===== src/hw/rtl/ipd_pkg.sv =====
// Shared types, constants and the line-to-device range lookup
// for the interrupt pending dispatcher. No dependencies.
`default_nettype none

package ipd_pkg;

  localparam int LINES_PER_GROUP = 16;
  localparam int LINE_W          = 4;
  localparam int REG_COUNT       = 4;
  localparam int REG_W           = 24;
  localparam int REG_IDX_W       = 2;
  localparam int RANGE_CNT_W     = 3;
  localparam int QUEUE_DEPTH     = 2;

  localparam logic REQ_CAPTURE = 1'b0;
  localparam logic REQ_SERVICE = 1'b1;

  typedef logic [REG_COUNT-1:0][REG_W-1:0] range_tbl_t;

  typedef struct packed {
    logic        is_service;
    logic        group_ok;
    logic [1:0]  group;
    logic [15:0] flags;
  } cmd_t;

  typedef struct packed {
    logic [7:0] dev_type;
    logic [7:0] dev_number;
    logic       err;
  } map_t;

  // Last valid entry, counted from entry 0, whose start is not above the line.
  function automatic map_t map_line(input logic [5:0] line, input range_tbl_t ent,
                                    input logic [RANGE_CNT_W-1:0] nranges);
    map_t               r;
    logic               stop;
    logic               found;
    logic [REG_IDX_W-1:0] sel;
    stop  = 1'b0;
    found = 1'b0;
    sel   = '0;
    for (int i = 0; i < REG_COUNT; i++) begin
      if (!stop) begin
        if ((RANGE_CNT_W'(i) >= nranges) || (ent[i][23:16] == 8'd0) ||
            (ent[i][7:0] > {2'b00, line})) begin
          stop = 1'b1;
        end else begin
          found = 1'b1;
          sel   = REG_IDX_W'(i);
        end
      end
    end
    if (found) begin
      r.dev_type   = ent[sel][23:16];
      r.dev_number = ent[sel][15:8] + {2'b00, line} - ent[sel][7:0];
      r.err        = 1'b0;
    end else begin
      r.dev_type   = 8'd0;
      r.dev_number = 8'd0;
      r.err        = 1'b1;
    end
    return r;
  endfunction

endpackage

`default_nettype wire


===== src/hw/rtl/ipd_front.sv =====
// Front end: accepts input transactions and classifies them into commands.
// Depends on ipd_pkg.
`default_nettype none

module ipd_front #(
  parameter int NUM_GROUPS = 4
) (
  input  wire logic          in_valid,
  output logic               in_stall,
  input  wire logic          req_type,
  input  wire logic [1:0]    group_index,
  input  wire logic [15:0]   line_flags,
  input  wire logic          q_full,
  output logic               q_push,
  output ipd_pkg::cmd_t      q_cmd
);

  assign in_stall = q_full;
  assign q_push   = in_valid && !q_full;

  always_comb begin
    q_cmd.is_service = (req_type == ipd_pkg::REQ_SERVICE);
    q_cmd.group_ok   = (3'(group_index) < 3'(NUM_GROUPS));
    q_cmd.group      = group_index;
    q_cmd.flags      = line_flags;
  end

endmodule

`default_nettype wire


===== src/hw/rtl/ipd_queue.sv =====
// Short command queue between the front end and the dispatch engine.
// Depends on ipd_pkg.
`default_nettype none

module ipd_queue (
  input  wire logic          clk,
  input  wire logic          rst,
  input  wire logic          push,
  input  wire ipd_pkg::cmd_t push_cmd,
  input  wire logic          pop,
  output ipd_pkg::cmd_t      head_cmd,
  output logic               full,
  output logic               empty
);

  localparam int PW = (ipd_pkg::QUEUE_DEPTH > 1) ? $clog2(ipd_pkg::QUEUE_DEPTH) : 1;
  localparam int CW = $clog2(ipd_pkg::QUEUE_DEPTH + 1);

  ipd_pkg::cmd_t q_mem [ipd_pkg::QUEUE_DEPTH];
  logic [PW-1:0] wr_ptr;
  logic [PW-1:0] rd_ptr;
  logic [CW-1:0] count;

  assign full     = (count == CW'(ipd_pkg::QUEUE_DEPTH));
  assign empty    = (count == '0);
  assign head_cmd = q_mem[rd_ptr];

  always_ff @(posedge clk) begin
    if (push) begin
      q_mem[wr_ptr] <= push_cmd;
    end
  end

  always_ff @(posedge clk) begin
    if (rst) begin
      wr_ptr <= '0;
      rd_ptr <= '0;
      count  <= '0;
    end else begin
      if (push) begin
        wr_ptr <= (wr_ptr == PW'(ipd_pkg::QUEUE_DEPTH - 1)) ? '0 : wr_ptr + 1'b1;
      end
      if (pop) begin
        rd_ptr <= (rd_ptr == PW'(ipd_pkg::QUEUE_DEPTH - 1)) ? '0 : rd_ptr + 1'b1;
      end
      if (push && !pop) begin
        count <= count + 1'b1;
      end else if (pop && !push) begin
        count <= count - 1'b1;
      end
    end
  end

endmodule

`default_nettype wire


===== src/hw/rtl/ipd_back.sv =====
// Dispatch engine: holds the pending words, applies captures and scans
// pending lines on service, one dispatch per cycle while the output does not stall. Depends on ipd_pkg.
`default_nettype none

module ipd_back #(
  parameter int NUM_GROUPS = 4,
  parameter int NUM_RANGES = 4
) (
  input  wire logic                clk,
  input  wire logic                rst,
  input  wire ipd_pkg::cmd_t       head_cmd,
  input  wire logic                q_empty,
  output logic                     q_pop,
  input  wire ipd_pkg::range_tbl_t ranges,
  output logic                     out_valid,
  input  wire logic                out_stall,
  output logic [7:0]               device_type,
  output logic [7:0]               device_number,
  output logic [5:0]               line_number,
  output logic                     map_error,
  output logic                     last_dispatch
);

  localparam int GW = (NUM_GROUPS > 1) ? $clog2(NUM_GROUPS) : 1;

  typedef enum logic {
    ST_IDLE,
    ST_SCAN
  } state_t;

  state_t         state;
  logic [15:0]    pending [NUM_GROUPS];
  logic [GW-1:0]  grp;

  logic           out_ready;
  logic           fire;
  logic           any_pending;
  logic           higher_pending;
  logic [15:0]    cur_word;
  logic [15:0]    low_bit;
  logic [15:0]    cur_rest;
  logic [ipd_pkg::LINE_W-1:0] bit_idx;
  logic [5:0]     cur_line;
  logic           is_last;
  ipd_pkg::map_t  map_res;

  assign out_ready = !out_valid || !out_stall;
  assign q_pop     = (state == ST_IDLE) && !q_empty;
  assign fire      = (state == ST_SCAN) && (cur_word != 16'd0) && out_ready;

  always_comb begin
    any_pending    = 1'b0;
    higher_pending = 1'b0;
    for (int i = 0; i < NUM_GROUPS; i++) begin
      if (pending[i] != 16'd0) begin
        any_pending = 1'b1;
        if (GW'(i) > grp) begin
          higher_pending = 1'b1;
        end
      end
    end
  end

  always_comb begin
    cur_word = pending[grp];
    low_bit  = cur_word & (~cur_word + 16'd1);
    cur_rest = cur_word & ~low_bit;
    bit_idx  = '0;
    for (int i = 0; i < ipd_pkg::LINES_PER_GROUP; i++) begin
      if (low_bit[i]) begin
        bit_idx = bit_idx | ipd_pkg::LINE_W'(i);
      end
    end
    cur_line = (6'(grp) << ipd_pkg::LINE_W) | 6'(bit_idx);
    is_last  = (cur_rest == 16'd0) && !higher_pending;
    map_res  = ipd_pkg::map_line(cur_line, ranges, ipd_pkg::RANGE_CNT_W'(NUM_RANGES));
  end

  always_ff @(posedge clk) begin
    if (rst) begin
      state     <= ST_IDLE;
      grp       <= '0;
      out_valid <= 1'b0;
      for (int i = 0; i < NUM_GROUPS; i++) begin
        pending[i] <= 16'd0;
      end
    end else begin
      if (fire) begin
        out_valid <= 1'b1;
      end else if (out_valid && !out_stall) begin
        out_valid <= 1'b0;
      end
      unique case (state)
        ST_IDLE: begin
          if (!q_empty) begin
            if (!head_cmd.is_service) begin
              if (head_cmd.group_ok) begin
                pending[head_cmd.group[GW-1:0]] <=
                  pending[head_cmd.group[GW-1:0]] | head_cmd.flags;
              end
            end else if (any_pending) begin
              grp   <= '0;
              state <= ST_SCAN;
            end
          end
        end
        ST_SCAN: begin
          if (cur_word == 16'd0) begin
            grp <= grp + 1'b1;
          end else if (out_ready) begin
            pending[grp]  <= cur_rest;
            device_type   <= map_res.dev_type;
            device_number <= map_res.dev_number;
            map_error     <= map_res.err;
            line_number   <= cur_line;
            last_dispatch <= is_last;
            if (is_last) begin
              state <= ST_IDLE;
            end
          end
        end
        default: state <= ST_IDLE;
      endcase
    end
  end

endmodule

`default_nettype wire


===== src/hw/rtl/interrupt_pending_dispatcher_core.sv =====
// Interrupt pending dispatcher, top level: configuration registers, front end,
// command queue and dispatch engine. Depends on ipd_pkg and the ipd_* modules.
//
// Capture transactions OR one group's flags into its pending word; service
// transactions emit one dispatch per pending line, ascending by line, with the
// last one marked. Input goes through a two-entry command queue, so the input
// side keeps taking transactions while the engine works or the output stalls,
// until the queue is full. A service run leaves idle, then steps through each
// dispatched line and through each group without a remaining pending line that
// the scan passes; the engine's single output register sets the rate of one
// dispatch per cycle while the output does not stall. A service with nothing
// pending emits nothing. The user must write the range table through cfg_write
// only while the block is idle; the block itself does not enforce this.
`default_nettype none

module interrupt_pending_dispatcher_core #(
  parameter int NUM_GROUPS = 4,
  parameter int NUM_RANGES = 4
) (
  input  wire logic        clk,
  input  wire logic        rst,
  input  wire logic        cfg_write,
  input  wire logic [1:0]  cfg_index,
  input  wire logic [23:0] cfg_data,
  input  wire logic        in_valid,
  output logic             in_stall,
  input  wire logic        req_type,
  input  wire logic [1:0]  group_index,
  input  wire logic [15:0] line_flags,
  output logic             out_valid,
  input  wire logic        out_stall,
  output logic [7:0]       device_type,
  output logic [7:0]       device_number,
  output logic [5:0]       line_number,
  output logic             map_error,
  output logic             last_dispatch
);

  ipd_pkg::range_tbl_t ranges;
  ipd_pkg::cmd_t       push_cmd;
  ipd_pkg::cmd_t       head_cmd;
  logic                q_push;
  logic                q_pop;
  logic                q_full;
  logic                q_empty;

  always_ff @(posedge clk) begin
    if (rst) begin
      ranges <= '0;
    end else if (cfg_write) begin
      ranges[cfg_index] <= cfg_data;
    end
  end

  ipd_front #(
    .NUM_GROUPS (NUM_GROUPS)
  ) u_front (
    .in_valid    (in_valid),
    .in_stall    (in_stall),
    .req_type    (req_type),
    .group_index (group_index),
    .line_flags  (line_flags),
    .q_full      (q_full),
    .q_push      (q_push),
    .q_cmd       (push_cmd)
  );

  ipd_queue u_queue (
    .clk      (clk),
    .rst      (rst),
    .push     (q_push),
    .push_cmd (push_cmd),
    .pop      (q_pop),
    .head_cmd (head_cmd),
    .full     (q_full),
    .empty    (q_empty)
  );

  ipd_back #(
    .NUM_GROUPS (NUM_GROUPS),
    .NUM_RANGES (NUM_RANGES)
  ) u_back (
    .clk           (clk),
    .rst           (rst),
    .head_cmd      (head_cmd),
    .q_empty       (q_empty),
    .q_pop         (q_pop),
    .ranges        (ranges),
    .out_valid     (out_valid),
    .out_stall     (out_stall),
    .device_type   (device_type),
    .device_number (device_number),
    .line_number   (line_number),
    .map_error     (map_error),
    .last_dispatch (last_dispatch)
  );

endmodule

`default_nettype wire


===== config.mk =====
export PLATFORM = sky130hd
export DESIGN_NAME = interrupt_pending_dispatcher_core
export DESIGN_NICKNAME = d
export VERILOG_FILES = /design/src/hw/rtl/ipd_pkg.sv /design/src/hw/rtl/ipd_front.sv /design/src/hw/rtl/ipd_queue.sv /design/src/hw/rtl/ipd_back.sv /design/src/hw/rtl/interrupt_pending_dispatcher_core.sv
export SDC_FILE = /design/constraint.sdc
export NUM_CORES = 1
export LEC_CHECK = 0
export CAP_MARGIN = 40
export CORE_MARGIN = 2
export CORE_UTILIZATION = 30
export CTS_BUF_LIST = sky130_fd_sc_hd__clkbuf_16
export DETAILED_ROUTE_END_ITERATION = 8
export DONT_BUFFER_PORTS = 1
export SYNTH_ARGS = -nofsm -noshare
export SYNTH_HDL_FRONTEND = slang
export SYNTH_SLANG_ARGS = --single-unit

===== constraint.sdc =====
create_clock -name clk -period 8.3 [get_ports clk]
set_clock_uncertainty 0.15 [all_clocks]
set_input_delay 0.415 -clock clk [delete_from_list [all_inputs] [get_ports clk]]
set_output_delay 0.415 -clock clk [all_outputs]
set_load 0.005 [all_outputs]

==> metrics.md, run 1 <==
| Metric | Value |
|---|---|
| Status | complete, no violations |
| Worst-Skew Late Latency | 0.54 ns |
| Antenna viol nets, final | 0 |
| Share of layout cells above drive strength 1 | 9.129% |
| Avg Inst Size Synth | 10.25 um2 |
| Clk slew on worst S/H paths | 0.07 ns |
| Die X | 201.2 um |
| Post-layout min period | 7.626 ns |
| Hpwl dp | 23.10 mm |
| Vias in the first global route | 8847 |
| Number of vias per cell | 5.304 |
| Placed Area | 12280 um2 |
| Antenna violations before repair | 0 |
| DIE AREA | 40480 um2 |
| Commonest non-fill, non-tap cell in the layout | nand2_1 |
| HP Class | input pin to register |
| Final hold vios | 0 |
| CP endpoint kind | register |
| GRT met2 Usage | 25.65% |
| Worst path required time | 8.43 ns |
| Die H | 201.2 um |
| RePlAce Congestion | 0.9385 |
| Max Cap Viol | 0 |
| Max VDD drop | 122.9 uV |
| Rows | 72 |
| Number of CTS-inserted buffers | 27 |
| Syn. warnings | 0 |
| Fmax | 131.1 MHz |
| CTS Root Cell | clkbuf_16 |
| Crit path DAT | 7.75 ns |
| Port bufs | 0 |
| Post-synth ARST share | 0% |
| IO Count | 76 |
| Worst reg2reg setup slack | 0.67 ns |
| Largest net degree at the start of global routing | 106 |
| Core Area | 38560 um2 |
| Design Area, Final | 13570 um2 |
| CP max FO | 42 |
| Met3 Track Usage GR | 3.110% |
| DRT iter0 DRCs | 790 |
| Clock Sinks | 233 |
| FF-to-FF path depth | 23 |
| GR Util All Layers | 16.09% |
| # diodes | 0 |
| Grt peak-use layer | met2 |
| DRC viols | 0 |
| Fin crit share | 91.88% |
| Max-slew violation count | 0 |
| Crit path launch type | register |
| DRT Pass-1 Iters | 5 |
| Syn Nets | 1231 |
| Setup CP Type | register to register |
| Hold path startpoint | rst |
| GRT overflow | 0 |
| Met1 Resource Use GR | 22.24% |
| H-Tree Depth | 1 |
| Worst rel slew slack | 41.72% |
| Area grow syn2layout | 16.34% |
| Routed wire length | 32.82 mm |
| Worst slew pin tran | 0.8675 ns |
| Synth Register Bits | 233 |
| Post-Syn Area | 11660 um2 |
| RSZ-0062 raised after global routing | no |
| Post-synthesis instance total | 1138 |
| Hold depth | 2 |
| Post-CTS setup buffers | 0 |
| Number of flops mapped to enable cells by yosys | 126 |
| Layout Nets | 1267 |
| Total negative slack | 0 ns |
| First-pass GRT wire length | 51.41 mm |
| Primary FF master, synth | edfxtp_1 |
| Leak pwr | 4.863 nW |
| Synth cell types | 60 |
| Sequential fraction of the synthesis area | 50.80% |
| Final setup fails | 0 |
| WL/cell | 19.17 um |
| Reg-to-Reg End | u_back.device_number[7] |
| Starting Density | 30.25% |
| Via count | 9080 |
| Power density over cell area | 255.7 nW/um2 |
| Bufs on Longest Clock Path | 3 |
| Most frequent cells in the layout | nand2_1, a21oi_1, edfxtp_1 |
| CTS tree | done |
| Total Power | 3.469 mW |
[layout make-up]
type / instances / area, um2
Inverter: 34 / 127.6
Clock inverter: 22 / 128.9
Clock buffer: 27 / 675.6
Sequential cell: 233 / 5927
Multi-Input combinational cell: 806 / 5351
Fill cell: 3914 / 24990
Tap cell: 518 / 648.1
Timing Repair Buffer: 72 / 711.9
[repair_timing]
action,CTS,global route
hold buffers,46,0
gates resized for setup,0,2
endpoints found under the setup margin,0,2
hold endpoints to repair,145,0
[worst max-delay path by stage]
stage	start	to	slack, ns	cells past startpoint
floorplan	register	u_back.device_number[7]	1.36	27
global placement	register	u_back.device_number[7]	0.67	24
detailed placement	register	u_back.device_number[7]	0.58	25
CTS	register	u_back.device_number[7]	0.53	23
global route	register	u_back.device_number[7]	0.25	24
finish	register	u_back.device_number[7]	0.67	23
[state kept, by name, summed over array words and instances, names as in the netlist, 2 cells and up, named ones only]
signal and count:
ranges 96, u_back.device_number 8, u_back.device_type 8, u_back.grp 2
u_back.line_number 6, u_back.pending 64, u_queue.count 2, u_queue.q_mem 38
[routing by layer]
| layer | routed length [um] | up-vias |
|---|---|---|
| met2 | 14790 | 421 |
| met3 | 2553 | 67 |
| met4 | 882 | 0 |
| met1 | 14590 | 4383 |
| li1 | - | 4209 |
| met5 | 0 | - |
[cell families (layout without fill, tap and decap cells)]
family          Yosys count  count (layout)  share of synthesized area (%)
simple gates            453             453                          18.03
buf+inv                  99             155                          3.625
fa+ha+maj                43              43                          4.998
xor+xnor                  9               9                         0.6758
mux                      61              61                          9.010
compound gates          240             240                          12.86
flops                   233             233                          50.80
[metrics by stage]
step           cells  util, %  hold WS [ns]  setup slack [ns]
6_report        1712    35.20       0.08732            0.6741
5_1_grt         1712    35.20        0.1299            0.2480
4_1_cts         1712    35.18        0.1257            0.5312
3_5_place_dp    1617    31.85        0.2961            0.5754
3_3_place_gp    1609    31.59        0.2899            0.6732
2_1_floorplan   1138        -        0.2829             1.364
[power by group]
group	leakage, nW	internal, mW	switching [mW]
registers	2.12	1.39	0.101
logic	2.31	0.353	0.541
clock network	0.435	0.621	0.467
total	4.86	2.36	1.11
[worst max-delay path, stage by stage (launching register included)]
cell and delay, ns:
dfxtp_2 0.57, mux4_1 0.68, or4_1 0.72, or3_4 0.40, nor2_1 0.15, o21ai_0 0.15, nand4_1 0.33, ha_1 0.31
and4_1 0.19, mux2i_1 0.15, a22o_1 0.16, buf_4 0.23, or2_2 0.71, a211oi_1 0.08, a21o_1 0.22, fa_1 0.47
ha_1 0.30, a21o_1 0.17, a21oi_1 0.20, o21ai_0 0.16, o41ai_1 0.36, xnor2_1 0.19, o2111a_1 0.21, a211oi_1 0.05
[synthesized netlist by cell type (all sizes together), types with 17 or more instances]
cell / count / share of area, %
o21ai: 18 / 0.77
nor2: 67 / 2.2
mux4: 32 / 6.5
nor3: 17 / 0.73
a21oi: 126 / 5.4
nor2b: 37 / 2.0
nor4: 25 / 1.3
inv: 34 / 1.1
a211oi: 31 / 2.0
mux2i: 27 / 2.3
dfxtp: 107 / 18
edfxtp: 126 / 32
clkbuf: 51 / 1.6
ha: 37 / 4.0
nand2: 229 / 7.4
and2: 17 / 0.92
Power figures use the tool's default switching activity.
==> run 2: changes to the inputs <==
Settings changed: CORE_UTILIZATION 30 to 50.
Clock period 8.3 ns to 8 ns, I/O delays scaled along.
==> run 2 against run 1 <==
  * Die area decreased by 39%
  * Sequential share of layout area increased by 0.90 points
  * Clock power about the same
  * Combinational power increased by 8.7%
  * Sequential power increased by 3%
  * Via count decreased by 0.74%
  * Global-route usage increased by 12 points
  * Cell count decreased by 12%
  * Routed wire length increased by 1.8%
  * Critical path depth increased by 1
  * Total power increased by 3.7%
==> metrics.md, run 2 (synthesis results as in run 1) <==
| Metric | Value |
|---|---|
| Die X | 156.7 um |
| Final Worst Setup Slack | 0.6704 ns |
| Post-layout min period | 7.330 ns |
| First-pass GRT wire length | 51.59 mm |
| DP Worst Slack | 0.5460 ns |
| Routed wire length | 33.41 mm |
| Share of layout cells above drive strength 1 | 8.870% |
| Core Area | 22780 um2 |
| Port bufs | 0 |
| GR Util All Layers | 27.70% |
| WL/cell | 22.15 um |
| Layout Nets | 1269 |
| Worst slew pin tran | 0.8177 ns |
| Post-CTS setup buffers | 0 |
| Max VDD drop | 193.7 uV |
| Worst rel slew slack | 45.16% |
| Max reg flops | 96 |
| CTS Root Cell | clkbuf_16 |
| Setup CP Type | register to register |
| Number of instances in the placed design | 1416 |
| Number of vias per cell | 5.977 |
| Clk slew on worst S/H paths | 0.06 ns |
| CP cell instances | mux4_1 -> or4_1 -> nor2_1 -> nand2_1 -> nor3_1 -> nand2_1 -> nand4_1 -> ha_1 -> and4_1 -> mux2i_1 -> a21o_1 -> buf_4 -> mux2i_1 -> a211oi_1 -> a21oi_1 -> fa_1 -> inv_1 -> ha_1 -> a21oi_1 -> o21ai_0 -> o41ai_1 -> xnor2_1 -> o2111a_1 -> a211oi_1 |
| Final setup fails | 0 |
| Worst-Skew Late Latency | 0.54 ns |
| Hold_ws | 0.08326 ns |
| Commonest non-fill, non-tap cell in the layout | nand2_1 |
| Rows | 55 |
| Die H | 156.7 um |
| Slowest stage delay, CP | 0.71 ns |
| Final hold vios | 0 |
| Antenna violations before repair | 0 |
| Total negative slack | 0 ns |
| DRT iter0 DRCs | 945 |
| Max-slew violation count | 0 |
| Fmax | 136.4 MHz |
| Antenna viol nets, final | 0 |
| Slowest-stage cell, CP | or4_1 |
| DRC viols | 0 |
| HP Class | input pin to register |
| IO Count | 76 |
| CP endpoint kind | register |
| Starting Density | 51.21% |
| Crit path DAT | 7.46 ns |
| Leak pwr | 4.874 nW |
| Worst reg2reg setup slack | 0.67 ns |
| RePlAce Congestion | 0.9816 |
| Hpwl dp | 23.73 mm |
| Fin crit share | 91.62% |
| Largest register by flop count | ranges |
| Post-route insts no fill | 1508 |
| Power density over cell area | 270.5 nW/um2 |
| Number of CTS-inserted buffers | 25 |
| Crit path launch type | register |
| Area grow syn2layout | 14.00% |
| CTS tree | done |
| DIE AREA | 24570 um2 |
| Most frequent cells in the layout | nand2_1, a21oi_1, edfxtp_1 |
| Worst path required time | 8.13 ns |
| # diodes | 0 |
| RSZ-0062 raised after global routing | no |
| Largest net degree at the start of global routing | 106 |
| H-Tree Depth | 1 |
| Status | complete, no violations |
| Clock Sinks | 233 |
| Vias in the first global route | 8592 |
| Bufs on Longest Clock Path | 3 |
| GRT overflow | 0 |
| CP max FO | 12 |
| Max Cap Viol | 0 |
| Layout Utilization | 58.38% |
| DRT Pass-1 Iters | 5 |
| Largest regs | ranges (96), u_back.pending (64), u_queue.q_mem (38) |
| Via count | 9013 |
run 2: critical path, delay by kind of cell (launching register included):
family          cells  cell delay, ns
buf+inv             2            0.31
simple gates        7            1.89
flops               1            0.55
mux                 3            0.99
compound gates      8            1.86
fa+ha+maj           3            1.12
xor+xnor            1            0.19
run 2: layout make-up:
| cell class | count | area (um2) |
|---|---|---|
| timing repair buffer | 76 | 739.5 |
| fill | 1958 | 9480 |
| multi-input combinational | 806 | 5345 |
| inverter | 34 | 127.6 |
| clock inverter | 19 | 91.34 |
| tap | 313 | 391.6 |
| sequential | 233 | 5927 |
| clock buffer | 27 | 675.6 |
run 2: worst paths after layout:
check,from,to,cells after the start
hold / removal,rst,u_queue.count[0],2
setup reg to reg,register,u_back.device_number[7],24
hold reg to reg,ranges[80],ranges[80],2
setup / recovery,register,u_back.device_number[7],24
run 2: what timing repair did:
action | 4_1_cts | 5_1_grt
hold endpoints to repair | 145 | 0
resized for setup | 0 | 2
hold buffers | 46 | 0
endpoints found under the setup margin | 0 | 1
run 2: metal layers:
layer  track usage (%)  wire [um]  vias to the layer above
li1                  -          -                     4215
met1             43.06      15790                     4362
met2             39.16      13860                      390
met3             6.286       3088                       46
met4             6.160        672                        0
met5                 0          0                        -
run 2: through the flow:
step / power (mW) / area, um2
finish: 3.597 / 13300
global route: 3.756 / 13300
CTS: 3.586 / 13290
detailed placement: 2.468 / 12050
global placement: 2.461 / 11950
floorplan: 2.149 / 11660
run 2: power by group:
part | internal [mW] | switching (mW) | total [mW]
Sequential | 1.44 | 0.105 | 1.54
Combinational | 0.366 | 0.606 | 0.972
Clock | 0.607 | 0.475 | 1.08
Total | 2.41 | 1.19 | 3.60
